### src/rtl/core/leg_pkg.sv
// shared types, codes and control program of the light effect generator
`timescale 1ns / 1ps

package leg_pkg;

    localparam int LEVEL_W = 8;
    localparam int CFG_IDX_W = 3;
    localparam int PC_W = 3;

    typedef logic [PC_W-1:0] pc_t;

    typedef enum logic [1:0] {
        MODE_FADE    = 2'd0,
        MODE_GLOW    = 2'd1,
        MODE_FLICKER = 2'd2,
        MODE_STROBE  = 2'd3
    } mode_t;

    typedef enum logic [CFG_IDX_W-1:0] {
        CFG_MODE        = 3'd0,
        CFG_LEVEL_UPPER = 3'd1,
        CFG_LEVEL_LOWER = 3'd2,
        CFG_RAMP_STEPS  = 3'd3,
        CFG_UPPER_DWELL = 3'd4,
        CFG_LOWER_DWELL = 3'd5
    } cfg_idx_t;

    typedef enum logic [2:0] {
        COND_NEVER    = 3'd0,
        COND_NO_ITEM  = 3'd1,
        COND_NO_RAMP  = 3'd2,
        COND_DIV_MORE = 3'd3,
        COND_OUT_BUSY = 3'd4
    } cond_t;

    localparam pc_t STEP_FETCH    = 3'd0;
    localparam pc_t STEP_DECODE   = 3'd1;
    localparam pc_t STEP_DIV_LOAD = 3'd2;
    localparam pc_t STEP_DIV_STEP = 3'd3;
    localparam pc_t STEP_EXEC     = 3'd4;
    localparam pc_t STEP_EMIT     = 3'd5;

    typedef struct packed {
        logic  take_item;
        logic  div_load;
        logic  div_step;
        logic  exec;
        logic  emit;
        cond_t cond;
        pc_t   target;
        logic  last;
    } ctrl_word_t;

    typedef struct packed {
        logic load;
        logic step;
    } div_ctrl_t;

    // control program: jump to target when cond holds, else back to fetch after the last step, else next step
    function automatic ctrl_word_t ctrl_rom(input pc_t pc);
        ctrl_word_t w;
        w = '0;
        w.cond = COND_NEVER;
        w.target = STEP_FETCH;
        case (pc)
            STEP_FETCH:
            begin
                w.take_item = 1'b1;
                w.cond = COND_NO_ITEM;
                w.target = STEP_FETCH;
            end
            STEP_DECODE:
            begin
                w.cond = COND_NO_RAMP;
                w.target = STEP_EXEC;
            end
            STEP_DIV_LOAD:
            begin
                w.div_load = 1'b1;
            end
            STEP_DIV_STEP:
            begin
                w.div_step = 1'b1;
                w.cond = COND_DIV_MORE;
                w.target = STEP_DIV_STEP;
            end
            STEP_EXEC:
            begin
                w.exec = 1'b1;
            end
            STEP_EMIT:
            begin
                w.emit = 1'b1;
                w.cond = COND_OUT_BUSY;
                w.target = STEP_EMIT;
                w.last = 1'b1;
            end
            default:
            begin
                w.last = 1'b1;
            end
        endcase
        return w;
    endfunction

endpackage

### src/rtl/core/leg_in_if.sv
// input request channel of the light effect generator
`timescale 1ns / 1ps

interface leg_in_if
    import leg_pkg::*;
();
    logic               valid;
    logic               ready;
    logic               action;
    logic [LEVEL_W-1:0] start_level;
    logic [LEVEL_W-1:0] random_byte;

    modport source (output valid, output action, output start_level, output random_byte,
                    input ready);
    modport sink (input valid, input action, input start_level, input random_byte,
                  output ready);
endinterface

### src/rtl/core/leg_out_if.sv
// result request channel of the light effect generator
`timescale 1ns / 1ps

interface leg_out_if
    import leg_pkg::*;
();
    logic               valid;
    logic               ready;
    logic [LEVEL_W-1:0] light_level;
    logic               running;

    modport source (output valid, output light_level, output running, input ready);
    modport sink (input valid, input light_level, input running, output ready);
endinterface

### src/rtl/core/leg_divider.sv
// restoring divider, one quotient bit per cycle while step is asserted, 8-bit divisor
`timescale 1ns / 1ps

module leg_divider
    import leg_pkg::*;
#(
    parameter int NUM_W = 24
) (
    input  logic               clk,
    input  logic               rst_n,
    input  div_ctrl_t          ctrl,
    input  logic [NUM_W-1:0]   numerator,
    input  logic [LEVEL_W-1:0] divisor,
    output logic [NUM_W-1:0]   quotient,
    output logic               more
);

    localparam int CNT_W = $clog2(NUM_W);

    logic [LEVEL_W:0]   rem_reg;
    logic [LEVEL_W:0]   rem_next;
    logic [NUM_W-1:0]   work_reg;
    logic [NUM_W-1:0]   work_next;
    logic [LEVEL_W-1:0] den_reg;
    logic [CNT_W-1:0]   cnt_reg;
    logic [LEVEL_W:0]   shifted;
    logic               fits;

    always_comb
    begin
        shifted = {rem_reg[LEVEL_W-1:0], work_reg[NUM_W-1]};
        fits = (shifted >= {1'b0, den_reg});
        rem_next = fits ? (shifted - {1'b0, den_reg}) : shifted;
        work_next = {work_reg[NUM_W-2:0], fits};
    end

    always_ff @(posedge clk or negedge rst_n)
    begin
        if (!rst_n)
        begin
            cnt_reg <= '0;
        end
        else if (ctrl.load)
        begin
            cnt_reg <= CNT_W'(NUM_W - 1);
        end
        else if (ctrl.step)
        begin
            cnt_reg <= cnt_reg - 1'b1;
        end
    end

    always_ff @(posedge clk)
    begin
        if (ctrl.load)
        begin
            rem_reg <= '0;
            work_reg <= numerator;
            den_reg <= divisor;
        end
        else if (ctrl.step)
        begin
            rem_reg <= rem_next;
            work_reg <= work_next;
        end
    end

    assign quotient = work_reg;
    assign more = (cnt_reg != '0);

endmodule

### src/rtl/core/light_effect_generator.sv
// top level: one light channel with fade, glow, flicker and strobe effects
`timescale 1ns / 1ps

// One light channel whose level (0 to 255, held with FRAC_BITS fraction bits) follows the
// effect chosen in the mode register. Every request on items gives exactly one request on results.
// A tick, and a start of flicker or strobe, goes through fetch, decode, execute and emit
// to the result register. A start of fade or glow also passes through the divider
// load and divider steps after decode, where the restoring divider forms the per-tick step
// one quotient bit per cycle. One request is in work at a time; the next is taken while the
// previous result still waits in the output register, and emit waits only if that register
// is still full. Configuration registers are written through cfg_write_en, cfg_index and
// cfg_data; the user writes them only while the channel is idle, which the block does not enforce.
module light_effect_generator
    import leg_pkg::*;
#(
    parameter int FRAC_BITS = 16
) (
    input  logic                 clk,
    input  logic                 rst_n,
    input  logic                 cfg_write_en,
    input  logic [CFG_IDX_W-1:0] cfg_index,
    input  logic [LEVEL_W-1:0]   cfg_data,
    leg_in_if.sink               items,
    leg_out_if.source            results
);

    localparam int LW = LEVEL_W + FRAC_BITS;
    localparam int SW = LW + 1;
    localparam logic [LW-1:0] MAX_FIX = {{LEVEL_W{1'b1}}, {FRAC_BITS{1'b0}}};

    // configuration
    mode_t              mode_reg;
    logic [LEVEL_W-1:0] upper_reg;
    logic [LEVEL_W-1:0] lower_reg;
    logic [LEVEL_W-1:0] steps_reg;
    logic [LEVEL_W-1:0] up_dwell_reg;
    logic [LEVEL_W-1:0] lo_dwell_reg;

    // sequencer and latched request
    pc_t                pc_reg;
    pc_t                pc_next;
    ctrl_word_t         word;
    logic               taken;
    logic               act_reg;
    logic [LEVEL_W-1:0] start_reg;
    logic [LEVEL_W-1:0] rnd_reg;

    // effect state
    logic [LW-1:0]      level_reg;
    logic [LW-1:0]      level_next;
    logic [SW-1:0]      step_reg;
    logic [SW-1:0]      step_next;
    logic               up_reg;
    logic               up_next;
    logic [LEVEL_W-1:0] wait_reg;
    logic [LEVEL_W-1:0] wait_next;
    logic               active_reg;
    logic               active_next;

    // result register
    logic               out_valid_reg;
    logic [LEVEL_W-1:0] out_level_reg;
    logic               out_running_reg;
    logic               out_busy;

    // divider
    div_ctrl_t          div_ctrl;
    logic [LEVEL_W:0]   diff;
    logic [LEVEL_W-1:0] diff_mag;
    logic [LW-1:0]      numerator;
    logic [LEVEL_W-1:0] divisor;
    logic [LW-1:0]      quotient;
    logic               div_more;

    assign word = ctrl_rom(pc_reg);
    assign out_busy = out_valid_reg && !results.ready;

    assign diff = {1'b0, upper_reg} - {1'b0, start_reg};
    assign diff_mag = diff[LEVEL_W] ? LEVEL_W'(-diff) : diff[LEVEL_W-1:0];
    assign numerator = {diff_mag, {FRAC_BITS{1'b0}}};
    assign divisor = (steps_reg == '0) ? LEVEL_W'(1) : steps_reg;
    assign div_ctrl = '{load: word.div_load, step: word.div_step};

    leg_divider #(
        .NUM_W (LW)
    ) u_div (
        .clk       (clk),
        .rst_n     (rst_n),
        .ctrl      (div_ctrl),
        .numerator (numerator),
        .divisor   (divisor),
        .quotient  (quotient),
        .more      (div_more)
    );

    always_comb
    begin
        case (word.cond)
            COND_NO_ITEM:  taken = !items.valid;
            COND_NO_RAMP:  taken = !(act_reg && (mode_reg == MODE_FADE || mode_reg == MODE_GLOW));
            COND_DIV_MORE: taken = div_more;
            COND_OUT_BUSY: taken = out_busy;
            default:       taken = 1'b0;
        endcase
        if (taken)
        begin
            pc_next = word.target;
        end
        else if (word.last)
        begin
            pc_next = STEP_FETCH;
        end
        else
        begin
            pc_next = pc_reg + 1'b1;
        end
    end

    assign items.ready = word.take_item;

    // effect update for one request
    always_comb
    begin
        logic [LW-1:0]  up_fix;
        logic [LW-1:0]  lo_fix;
        logic [SW-1:0]  q_ext;
        logic [SW:0]    sum;
        logic [LW-1:0]  clamped;

        up_fix = {upper_reg, {FRAC_BITS{1'b0}}};
        lo_fix = {lower_reg, {FRAC_BITS{1'b0}}};
        q_ext = {1'b0, quotient};
        sum = {2'b00, level_reg} + {step_reg[SW-1], step_reg};
        if (sum[SW])
        begin
            clamped = '0;
        end
        else if (sum[SW-1:0] > {1'b0, MAX_FIX})
        begin
            clamped = MAX_FIX;
        end
        else
        begin
            clamped = sum[LW-1:0];
        end

        level_next = level_reg;
        step_next = step_reg;
        up_next = up_reg;
        wait_next = wait_reg;
        active_next = active_reg;

        if (act_reg)
        begin
            active_next = 1'b1;
            case (mode_reg)
                MODE_FADE, MODE_GLOW:
                begin
                    level_next = {start_reg, {FRAC_BITS{1'b0}}};
                    wait_next = '0;
                    step_next = diff[LEVEL_W] ? SW'(-q_ext) : q_ext;
                    up_next = (start_reg <= upper_reg);
                end
                MODE_FLICKER:
                begin
                    level_next = up_fix;
                    wait_next = {1'b0, rnd_reg[6], 5'b00000, 1'b1};
                end
                default:
                begin
                    level_next = up_fix;
                    wait_next = up_dwell_reg;
                end
            endcase
        end
        else if (active_reg)
        begin
            if (wait_reg != '0)
            begin
                wait_next = wait_reg - 1'b1;
            end
            else
            begin
                case (mode_reg)
                    MODE_FADE:
                    begin
                        level_next = clamped;
                        if (up_reg ? (clamped >= up_fix) : (clamped <= up_fix))
                        begin
                            level_next = up_fix;
                            active_next = 1'b0;
                        end
                    end
                    MODE_GLOW:
                    begin
                        level_next = clamped;
                        if (up_reg)
                        begin
                            if (clamped >= up_fix)
                            begin
                                level_next = up_fix;
                                step_next = -step_reg;
                                up_next = 1'b0;
                            end
                        end
                        else if (clamped <= lo_fix)
                        begin
                            level_next = lo_fix;
                            step_next = -step_reg;
                            up_next = 1'b1;
                        end
                    end
                    MODE_FLICKER:
                    begin
                        if (level_reg == up_fix)
                        begin
                            level_next = lo_fix;
                            wait_next = {5'b00000, rnd_reg[2:0]} + 1'b1;
                        end
                        else
                        begin
                            level_next = up_fix;
                            wait_next = {3'b000, rnd_reg[4:0]} + 1'b1;
                        end
                    end
                    default:
                    begin
                        if (level_reg == up_fix)
                        begin
                            level_next = lo_fix;
                            wait_next = lo_dwell_reg;
                        end
                        else
                        begin
                            level_next = up_fix;
                            wait_next = up_dwell_reg;
                        end
                    end
                endcase
            end
        end
    end

    always_ff @(posedge clk or negedge rst_n)
    begin
        if (!rst_n)
        begin
            mode_reg <= MODE_FADE;
            upper_reg <= 8'd255;
            lower_reg <= 8'd0;
            steps_reg <= 8'd1;
            up_dwell_reg <= 8'd1;
            lo_dwell_reg <= 8'd1;
        end
        else if (cfg_write_en)
        begin
            case (cfg_index)
                CFG_MODE:        mode_reg <= mode_t'(cfg_data[1:0]);
                CFG_LEVEL_UPPER: upper_reg <= cfg_data;
                CFG_LEVEL_LOWER: lower_reg <= cfg_data;
                CFG_RAMP_STEPS:  steps_reg <= cfg_data;
                CFG_UPPER_DWELL: up_dwell_reg <= cfg_data;
                CFG_LOWER_DWELL: lo_dwell_reg <= cfg_data;
                default:         ;
            endcase
        end
    end

    always_ff @(posedge clk or negedge rst_n)
    begin
        if (!rst_n)
        begin
            pc_reg <= STEP_FETCH;
            level_reg <= '0;
            step_reg <= '0;
            up_reg <= 1'b1;
            wait_reg <= '0;
            active_reg <= 1'b0;
            out_valid_reg <= 1'b0;
        end
        else
        begin
            pc_reg <= pc_next;
            if (word.exec)
            begin
                level_reg <= level_next;
                step_reg <= step_next;
                up_reg <= up_next;
                wait_reg <= wait_next;
                active_reg <= active_next;
            end
            if (word.emit && !out_busy)
            begin
                out_valid_reg <= 1'b1;
            end
            else if (results.ready)
            begin
                out_valid_reg <= 1'b0;
            end
        end
    end

    always_ff @(posedge clk)
    begin
        if (word.take_item && items.valid)
        begin
            act_reg <= items.action;
            start_reg <= items.start_level;
            rnd_reg <= items.random_byte;
        end
        if (word.emit && !out_busy)
        begin
            out_level_reg <= level_reg[LW-1:FRAC_BITS];
            out_running_reg <= active_reg;
        end
    end

    assign results.valid = out_valid_reg;
    assign results.light_level = out_level_reg;
    assign results.running = out_running_reg;

endmodule

### src/flat_wrapper.sv
// flat-port wrapper written by rule: the top's interface ports become plain ports
module light_effect_generator_flat import leg_pkg::*;
#(
    parameter int FRAC_BITS = 16
)
  (clk, rst_n, cfg_write_en, cfg_index, cfg_data, items_valid, items_action, items_start_level, items_random_byte, items_ready, results_valid, results_light_level, results_running, results_ready);
  leg_in_if items_i ();
  leg_out_if results_i ();
  input  logic clk;
  input  logic rst_n;
  input  logic cfg_write_en;
  input  logic [CFG_IDX_W-1:0] cfg_index;
  input  logic [LEVEL_W-1:0] cfg_data;
  input wire logic [$bits(items_i.valid)-1:0] items_valid;
  input wire logic [$bits(items_i.action)-1:0] items_action;
  input wire logic [$bits(items_i.start_level)-1:0] items_start_level;
  input wire logic [$bits(items_i.random_byte)-1:0] items_random_byte;
  output wire logic [$bits(items_i.ready)-1:0] items_ready;
  output wire logic [$bits(results_i.valid)-1:0] results_valid;
  output wire logic [$bits(results_i.light_level)-1:0] results_light_level;
  output wire logic [$bits(results_i.running)-1:0] results_running;
  input wire logic [$bits(results_i.ready)-1:0] results_ready;
  assign items_i.valid = items_valid;
  assign items_i.action = items_action;
  assign items_i.start_level = items_start_level;
  assign items_i.random_byte = items_random_byte;
  assign items_ready = items_i.ready;
  assign results_valid = results_i.valid;
  assign results_light_level = results_i.light_level;
  assign results_running = results_i.running;
  assign results_i.ready = results_ready;
  light_effect_generator #(.FRAC_BITS(FRAC_BITS)) u_core (.clk(clk), .rst_n(rst_n), .cfg_write_en(cfg_write_en), .cfg_index(cfg_index), .cfg_data(cfg_data), .items(items_i), .results(results_i));
endmodule
### config.mk
export PLATFORM = sky130hd
export DESIGN_NAME = light_effect_generator_flat
export DESIGN_NICKNAME = d
export VERILOG_FILES = /design/src/rtl/core/leg_pkg.sv /design/src/rtl/core/leg_in_if.sv /design/src/rtl/core/leg_out_if.sv /design/src/rtl/core/leg_divider.sv /design/src/rtl/core/light_effect_generator.sv /design/src/flat_wrapper.sv
export SDC_FILE = /design/constraint.sdc
export NUM_CORES = 1
export LEC_CHECK = 0
export ABC_AREA = 1
export BUFFER_PORTS_ARGS = -buffer_cell sky130_fd_sc_hd__buf_4
export CORE_UTILIZATION = 45
export DETAILED_ROUTE_END_ITERATION = 8
export HOLD_SLACK_MARGIN = 0.03
export PLACE_DENSITY_LB_ADDON = 0.15
export SYNTH_ARGS = -nofsm -noshare
export SYNTH_HDL_FRONTEND = slang
export SYNTH_SLANG_ARGS = --single-unit
### constraint.sdc
create_clock -name clk -period 5.69 [get_ports clk]
set_input_delay 0.569 -clock clk [delete_from_list [all_inputs] [get_ports clk]]
set_output_delay 0.569 -clock clk [all_outputs]
set_load 0.005 [all_outputs]
==> metrics.yaml, run 1 <==
hold_viol: 0
largest_register_ff_count: 25
post-route-period-util_pct: 88.2
cts_tree: "built"
ir_drop_mv: 0.242
reg2reg_to: "u_core.level_reg[8]"
yosysTopAreaCell: "dfrtp_1"
slowest_stage: "o21ai_0"
num_vias: 11300
ys_ff_latch: 174
fin_setup_tns_ns: 0
async_flop_share_pct: 63.2
critPathLaunchType: "register"
grt_max_degree: 67
r2r_cells: 26
crit_path_frequent_cell: "nand2_1"
synth_nets: 1834
end_kind: "register"
synth-seq-area-share_pct: 36.2
fin_crit_ns: 5.02
drtIter0Drc: 746
wl_per_cell_um: 16.2
drt-vias-per-instance: 5.38
drtAntennaViolNets: 0
max-slew-margin-rel_pct: 21.5
skew_ns: 0.0129
avgSynthCellArea_sq_um: 7.10
drive_above_1_share_pct: 7.09
critical_path_required_ns: 6.00
root_buffer: "clkbuf_16"
hp-class: "in -> async"
cp_max_fo: 17
p_leak_uw: 0.00663
n_fill_cell: 2750
p_per_area_mw_per_mm2: 540
ys_types: 54
clk_latency_ns: 0.45
cap_violations: 0
max_stage_delay_ns: 0.49
cts_sinks: 174
nets: 1855
routed_wl_mm: 34.0
rsz0062_at_grt: "no"
synth.top_cell.area_share_pct: 20.0
area_delta_synth_final_pct: 9.49
layout_commonest_cell: "nand2_1"
antenna_found_initial: 0
die-area_sq_mm: 0.0280
cts.clk_slew.worst_paths_ns: 0.07
antenna_cells: 0
dpl_cell_area_sq_mm: 0.0129
grt_use_total_pct: 25.2
die_h_um: 167
netlist_area_sq_mm: 0.0123
hold_buffers: 0
r2r_start: "u_core.step_reg[0]"
grt_pass1_wl_mm: 55.2
placementRows: 60
drtPass1Iterations: 7
rrSetupSlack_ns: 0.67
tightestPinTransition_ns: 1.17
maxSlewViolCount: 0
multiInputGateArea_sq_mm: 0.00652
hpwl_mm: 26.2
run_status: "completed"
setup_viol: 0
place_congestion: 0.925
cts-resized-gates: 0
port_buffers: 41
drc_errors: 0
syn_inst: 1730
clock.fmax_ghz: 0.199
die_w_um: 167
cts_buffers: 17
ys.warnings.count: 0
cts_setup_buffers: 0
timing.final.ws_setup_ns: 0.670
seqCellArea_sq_mm: 0.00445
synth_edf_count: 40
coreArea_sq_mm: 0.0269
start_util_pct: 45.7
crit_arrival_ns: 5.33
cp-startpoint: "u_core.step_reg[0]"
dp_slack_ns: 0.753
mostFrequentLayoutCells: "nand2_1, inv_1, o21ai_0"
first_global_vias: 10700
synth_ff_type: "dfrtp_1"
htree_levels: 4
ys_top_cells_by_area: "dfrtp_1, nand2_1, edfxtp_1"
crit_type: "reg -> reg"
num_io_pins: 44
final_cell_area_sq_mm: 0.0135
grt-ovfl-total: 0
clk_path_buf_depth: 2
per-layer routing:
metal | track usage [%] | share of wire [%] | up-vias
met5 | 0 | 0 | -
met3 | 3.76 | 4.0 | 51
li1 | - | - | 5757
met2 | 44.2 | 49 | 250
met4 | 8.74 | 2.9 | 0
met1 | 31.6 | 44 | 5263
power breakdown:
group          total (uW)  leakage (uW)  switching, uW  internal, uW
sequential           2010       0.00195            365          1650
combinational        4100       0.00439           2720          1390
clock                1160      0.000282            558           600
worst max-delay path, delay by kind of cell (launching register included):
family                     cells  cell delay (ns)
AOI/OAI and AO/OA              2             0.62
xor gates and xnor gates       1             0.24
adders and majority gates      3             0.91
buffers and inverters          4             0.53
DFF                            1             0.38
and+or+nand+nor               16             2.23
final cells by class:
class                   count  area share, %
multi-input cells        1216           48.4
repair buffers             51           2.94
clock buffers              19           3.37
inverters                 291           8.12
clock inverters            13          0.884
well taps                 341           3.17
flip-flops and latches    174           33.1
how the worst max path moves through the flow:
stage | slack, ns | end | cells past startpoint
after floorplan | 1.51 | u_core.level_reg[16] | 32
after global placement | 0.86 | u_core.step_reg[15] | 29
after detailed placement | 0.75 | u_core.level_reg[6] | 30
after CTS | 0.71 | u_core.level_reg[8] | 30
after global routing | 0.17 | u_core.level_reg[10] | 30
final | 0.67 | u_core.level_reg[8] | 26
stage by stage:
step	util (%)	total power, uW	instances	hold WS, ns
final	50.1	7270	2105	0.244
after detailed placement	47.9	6100	2073	0.452
after floorplan	-	5050	1730	0.273
after CTS	50.1	7280	2105	0.283
after global routing	50.1	7970	2105	0.281
after global placement	47.9	6040	2073	0.447
logic make-up after synthesis:
logic type / Yosys count / share of synthesized area, %
XOR/XNOR: 41 / 2.98
AO/OA/AOI/OAI: 345 / 16.4
flip-flops: 174 / 36.2
AND/OR/NAND/NOR: 759 / 26.2
adder cells (fa/ha/maj): 71 / 7.41
buffers and inverters: 340 / 10.8
synthesized netlist by cell type (32+ instances only):
library cell    n
edfxtp_1       40
nand4_1        32
clkbuf_1       38
inv_1         283
o21ai_0       147
nand3_1       110
nor2_1        119
ha_1           68
nand2_1       432
a21oi_1        75
dfrtp_1        98
nor3_1         33
xor2_1         33
Note: power is estimated with default switching activity, not from simulation.
==> run 2, diff against run 1 <==
CTS_BUF_LIST = sky130_fd_sc_hd__clkbuf_8   (was unset)
SYNTH_HIERARCHICAL = 1   (was unset)
==> run 2 against run 1 <==
  * Utilization shrank 0.58 points
  * Routed wire length grew 8.6%
  * Die area grew 6.3%
  * Critical path depth grew 5
  * Sequential share of layout area shrank 0.52 points
  * Critical endpoint is now u_core/level_reg[18]
  * Sequential power grew 9%
  * Synthesized cell count grew 8.1%
==> metrics.yaml, run 2 <==
cts_buffers: 17  # unchanged
drtIter0Drc: 953  # +28%
placementRows: 62  # +3.3%
hold_viol: 0  # unchanged
use_met2_pct: 38.1  # -6.1 points
avgSynthCellArea_sq_um: 6.99  # -1.6%
cts_setup_buffers: 0  # unchanged
rrSetupSlack_ns: 0.44  # -0.23 ns
die_w_um: 172  # +3.1%
synth.top_cell.area_share_pct: 18.8  # -1.2 points
cp-startpoint: "u_core/step_reg[0]"
grt_pass1_wl_mm: 58.4  # +5.8%
drtAntennaViolNets: 0  # unchanged
root_buffer: "clkbuf_8"
use_met1_pct: 39.0  # +7.4 points
num_io_pins: 44  # unchanged
start_util_pct: 45.7  # -0.066 points
drive_above_1_share_pct: 8.84  # +1.7 points
htree_levels: 4  # unchanged
largest_register_ff_count: 25  # unchanged
cts_sinks: 174  # unchanged
die-area_sq_mm: 0.0297  # +6.3%
clk_latency_ns: 0.48  # +0.03 ns
port_buffers: 41  # unchanged
maxSlewViolCount: 0  # unchanged
die_h_um: 172  # +3.1%
antenna_cells: 0  # unchanged
crit_arrival_ns: 5.63  # +0.30 ns
synth_common_cells: "nand2_1, inv_1, nor2_1, nand3_1, o21ai_0"
slowest_stage: "dfrtp_1"
critPathLaunchType: "register"
yosysTopAreaCell: "dfrtp_1"
max_stage_delay_ns: 0.41  # -0.08 ns
ys_types: 60  # +11%
crit_type: "reg -> reg"
drtPass1Iterations: 5  # -2
synth_ff_type: "dfrtp_1"
drc_errors: 0  # unchanged
grt_max_degree: 71  # +6.0%
layout_commonest_cell: "nand2_1"
hpwl_mm: 28.4  # +8.4%
end_kind: "register"
hp-class: "in -> async"
ys_top_cells_by_area: "dfrtp_1, nand2_1, edfxtp_1"
clk_path_buf_depth: 2  # unchanged
run_status: "completed"
skew_ns: 0.0149  # +0.00195 ns
final_cell_area_sq_mm: 0.0142  # +5.3%
tightestPinTransition_ns: 1.07  # -0.105 ns
grt-busiest-layer: "met1"
async_flop_share_pct: 63.2  # unchanged
clock.fmax_ghz: 0.190  # -4.5%
coreArea_sq_mm: 0.0286  # +6.5%
r2r_start: "u_core/step_reg[0]"
first_global_vias: 10900  # +1.9%
synth-seq-area-share_pct: 35.3  # -0.94 points
hold_buffers: 0  # unchanged
routed_wl_mm: 36.9  # +8.6%
grt-ovfl-total: 0  # unchanged
synth_edf_count: 56  # +40%
cts.clk_slew.worst_paths_ns: 0.10  # +0.03 ns
crit_path_frequent_cell: "nand2_1"
fin_crit_ns: 5.25  # +0.235 ns
antenna_found_initial: 0  # unchanged
grt_use_total_pct: 25.8  # +0.60 points
ys_ff_latch: 174  # unchanged
drt-vias-per-instance: 5.31  # -1.3%
ir_drop_mv: 0.316  # +31%
critical_path_required_ns: 6.07  # +0.07 ns
cap_violations: 0  # unchanged
netlist_area_sq_mm: 0.0131  # +6.4%
post-route-period-util_pct: 92.3  # +4.1 points
mostFrequentLayoutCells: "nand2_1, inv_1, nor2_1"
cts-resized-gates: 0  # unchanged
num_vias: 12200  # +8.2%
ys.warnings.count: 6  # +6
max-slew-margin-rel_pct: 28.7  # +7.2 points
fin_setup_tns_ns: 0  # unchanged
nets: 2017  # +8.7%
p_leak_uw: 0.00717  # +8.2%
p_per_area_mw_per_mm2: 546  # +0.98%
wl_per_cell_um: 16.0  # -0.92%
grt_util_met3_pct: 3.55  # -0.21 points
cts_tree: "built"
cp_max_fo: 11  # -6
rsz0062_at_grt: "no"
yosysMostFrequentCell: "nand2_1"
area_delta_synth_final_pct: 8.37
place_congestion: 0.944  # +2.1%
r2r_cells: 31  # +19%
dpl_cell_area_sq_mm: 0.0138  # +7.1%
setup_viol: 0  # unchanged
syn_inst: 1870  # +8.1%
[run 2: per-stage QoR]
step / std cells / util, % / hold slack (ns) / total power (uW) / worst slack (ns)
global route: 2308 / 49.5 / 0.0841 / 8500 / 0.0204
finish: 2308 / 49.5 / 0.0554 / 7730 / 0.435
CTS: 2308 / 49.5 / 0.0541 / 7710 / 0.552
global placement: 2276 / 48.2 / 0.459 / 6800 / 0.659
floorplan: 1885 / - / 0.273 / 5640 / 1.46
detailed placement: 2276 / 48.2 / 0.459 / 6860 / 0.609
[run 2: layout make-up]
class | instances | area, sq um
clock inverters | 15 | 129
flip-flops and latches | 174 | 4610
repair buffers | 57 | 440
well taps | 384 | 480
fillers | 2919 | 14500
clock buffers | 17 | 234
multi-input cells | 1396 | 7270
inverters | 265 | 995
[run 2: critical path: cells and delay by family, from the launching register on]
family                   cells  cell delay, ns
flip-flops                   1            0.41
XOR/XNOR                     1            0.38
buffers and inverters        5            0.49
AND/OR/NAND/NOR             21            2.81
AO/OA/AOI/OAI                1            0.08
adder cells (fa/ha/maj)      3            0.96
[run 2: layer usage]
layer,up-vias,routed length [um]
met5,-,0
met4,0,650
met3,37,2300
met2,357,15800
met1,5666,18200
li1,6186,-
[run 2: kinds of logic after synthesis]
logic type	share of synthesized area [%]
AOI/OAI and AO/OA	13.0
DFF	35.3
and+or+nand+nor	32.8
xor gates and xnor gates	2.21
buffers and inverters	9.52
adders and majority gates	7.16
other	0.0287
[run 2: final timing paths]
check / end
worst max-delay path: u_core/level_reg[18]
worst min-delay path: u_core/level_reg[7]
worst max register to register: u_core/level_reg[18]
worst min register to register: u_core/u_div/rem_reg[6]
max in group asynchronous: u_core/up_dwell_reg[6]
min in group clk: u_core/rnd_reg[4]
[run 2: report_power, final]
group	internal, uW	leakage [uW]	switching [uW]
Sequential	1750	0.00195	447
Clock	320	0.000195	502
Combinational	1620	0.00503	3090
==> run 3, diff against run 2 <==
CORE_ASPECT_RATIO = 1.1   (was unset)
GPL_TIMING_DRIVEN = 0   (was unset)
==> run 3 against run 2 <==
  * Clock skew rose by 0.0027 ns
  * Setup slack gained 0.034 ns
  * Non-clock buffer count grew 39
  * Routed wire length up 3.2%
  * Design area up 1.5%
  * Final cell count up 1.0%
  * Die area barely moved
  * Clock-buffer cell count rose by 1
==> metrics.yaml, run 3 (same netlist as run 2, synthesis figures left out) <==
run_status: "completed"
drtAntennaViolNets: 0  # unchanged
fin_crit_ns: 5.22  # -0.0344 ns
die-area_sq_mm: 0.0297  # about the same
clk_path_buf_depth: 2  # unchanged
grt_pass1_wl_mm: 60.6  # +3.8%
crit_arrival_ns: 5.64  # about the same
critPathLaunchType: "register"
end_kind: "register"
coreArea_sq_mm: 0.0286  # about the same
num_vias: 12500  # +1.7%
hp-class: "in -> reg"
place_congestion: 0.940  # -0.43%
placementRows: 65  # +4.8%
nets: 2056  # +1.9%
r2r_cells: 31  # unchanged
maxSlewViolCount: 0  # unchanged
wl_per_cell_um: 16.4  # +2.2%
hold_path_depth: 1
grt-ovfl-total: 0  # unchanged
max-slew-margin-rel_pct: 36.0  # +7.2 points
hold_path.startpoint: "items_random_byte[4]"
tightestPinTransition_ns: 0.960  # -0.106 ns
reg2reg_to: "u_core/level_reg[15]"
antenna_cells: 0  # unchanged
area_delta_synth_final_pct: 10.0
cts.clk_slew.worst_paths_ns: 0.11  # about the same
skew_ns: 0.0176  # +0.00269 ns
die_w_um: 164  # -4.6%
layout_commonest_cell: "nand2_1"
root_buffer: "clkbuf_8"
cap_violations: 0  # unchanged
cp_max_fo: 10  # -1
p_per_area_mw_per_mm2: 553  # +1.4%
hold_viol: 0  # unchanged
cts_sinks: 174  # unchanged
drive_above_1_share_pct: 8.81  # -0.023 points
clk_latency_ns: 0.49  # about the same
hold_end: "u_core/rnd_reg[4]"
slowest_stage: "dfrtp_1"
crit_path_frequent_cell: "nand2_1"
rsz0062_at_grt: "no"
grt_use_total_pct: 26.4  # +0.57 points
die_h_um: 181  # +4.8%
dpl_cell_area_sq_mm: 0.0139  # +0.93%
p_leak_uw: 0.00724  # +0.95%
r2r_start: "u_core/step_reg[0]"
hpwl_mm: 30.0  # +5.6%
first_global_vias: 11700  # +6.7%
drt-vias-per-instance: 5.34  # +0.66%
crit_type: "reg -> reg"
critical_path_required_ns: 6.11  # +0.04 ns
fin_setup_tns_ns: 0  # unchanged
ir_drop_mv: 0.444  # +40%
num_io_pins: 44  # unchanged
setup_viol: 0  # unchanged
final_cell_area_sq_mm: 0.0144  # +1.5%
post-route-period-util_pct: 91.7  # -0.61 points
grt_max_degree: 94  # +32%
mostFrequentLayoutCells: "nand2_1, inv_1, nor2_1"
largest_register_ff_count: 25  # unchanged
drtIter0Drc: 1007  # +5.7%
cts_tree: "built"
start_util_pct: 45.6  # about the same
drtPass1Iterations: 6  # +1
htree_levels: 4  # unchanged
max_stage_delay_ns: 0.42  # about the same
cts_buffers: 17  # unchanged
routed_wl_mm: 38.1  # +3.2%
clock.fmax_ghz: 0.192  # +0.66%
port_buffers: 41  # unchanged
rrSetupSlack_ns: 0.47  # +0.03 ns
antenna_found_initial: 1  # +1
drc_errors: 0  # unchanged
-- run 3: cell types whose count changed in the layout (fill, tap and decap cells not counted), moves of 2 or more --
cell,previous run,this run
buf_2,0,4
buf_4,56,44
buf_6,0,8
clkbuf_1,0,38
clkinv_2,2,0
clkinv_8,0,2
-- run 3: power by group --
part / switching, uW / total (uW) / internal, uW
Combinational: 3190 / 4890 / 1700
Sequential: 411 / 2160 / 1750
Clock: 525 / 907 / 382
-- run 3: stage by stage --
| stage | utilization, % | std cells | worst slack (ns) | total power [uW] | hold slack (ns) |
|---|---|---|---|---|---|
| CTS | 50.1 | 2328 | 0.0590 | 7850 | 0.204 |
| detailed placement | 48.6 | 2295 | 0.104 | 6910 | 0.423 |
| floorplan | - | 1885 | 1.46 | 5640 | 0.273 |
| finish | 50.2 | 2331 | 0.470 | 7960 | 0.244 |
| global placement | 48.5 | 2294 | 0.107 | 6830 | 0.464 |
| global route | 50.2 | 2331 | 0.0327 | 8710 | 0.202 |
-- run 3: cell type report --
| cell class | instances | area, sq um |
|---|---|---|
| Clock buffer | 18 | 248 |
| Timing Repair Buffer | 46 | 372 |
| Tap cell | 368 | 460 |
| Buffer | 50 | 249 |
| Multi-Input combinational cell | 1396 | 7280 |
| Clock inverter | 14 | 165 |
| Fill cell | 2865 | 14200 |
| Sequential cell | 174 | 4610 |
| Inverter | 265 | 995 |
-- run 3: worst max-delay path: cells and delay by family, from the launching register on --
kind,cells,cell delay [ns]
AND/OR/NAND/NOR,16,1.95
XOR/XNOR,1,0.30
adder cells (fa/ha/maj),3,0.97
flip-flops,1,0.42
AO/OA/AOI/OAI,4,0.52
buffers and inverters,7,1.00
-- run 3: worst max-delay path by stage --
stage,start,end,slack [ns],depth (start not counted)
final,u_core/step_reg[0],u_core/level_reg[15],0.47,31
after global routing,u_core/step_reg[0],u_core/level_reg[6],0.03,33
after CTS,u_core/step_reg[0],u_core/level_reg[15],0.06,29
after detailed placement,u_core/step_reg[0],u_core/level_reg[7],0.10,29
after global placement,u_core/step_reg[0],u_core/level_reg[6],0.11,29
after floorplan,u_core/step_reg[0],u_core/level_reg[16],1.46,31
-- run 3: per-layer routing --
layer	part of all wire (%)	GRT usage, %	vias to the layer above
li1	-	-	6276
met1	46	35.6	5752
met2	47	43.6	358
met3	4.8	3.70	64
met4	2.2	7.93	0
met5	0	0	-
-- run 3: what timing repair did --
action | in CTS | in global routing
endpoints found under the setup margin | 0 | 49
hold buffers | 1 | 0
gates resized for setup | 0 | 3
hold endpoints to repair | 17 | 0
buffers inserted | 0 | 3
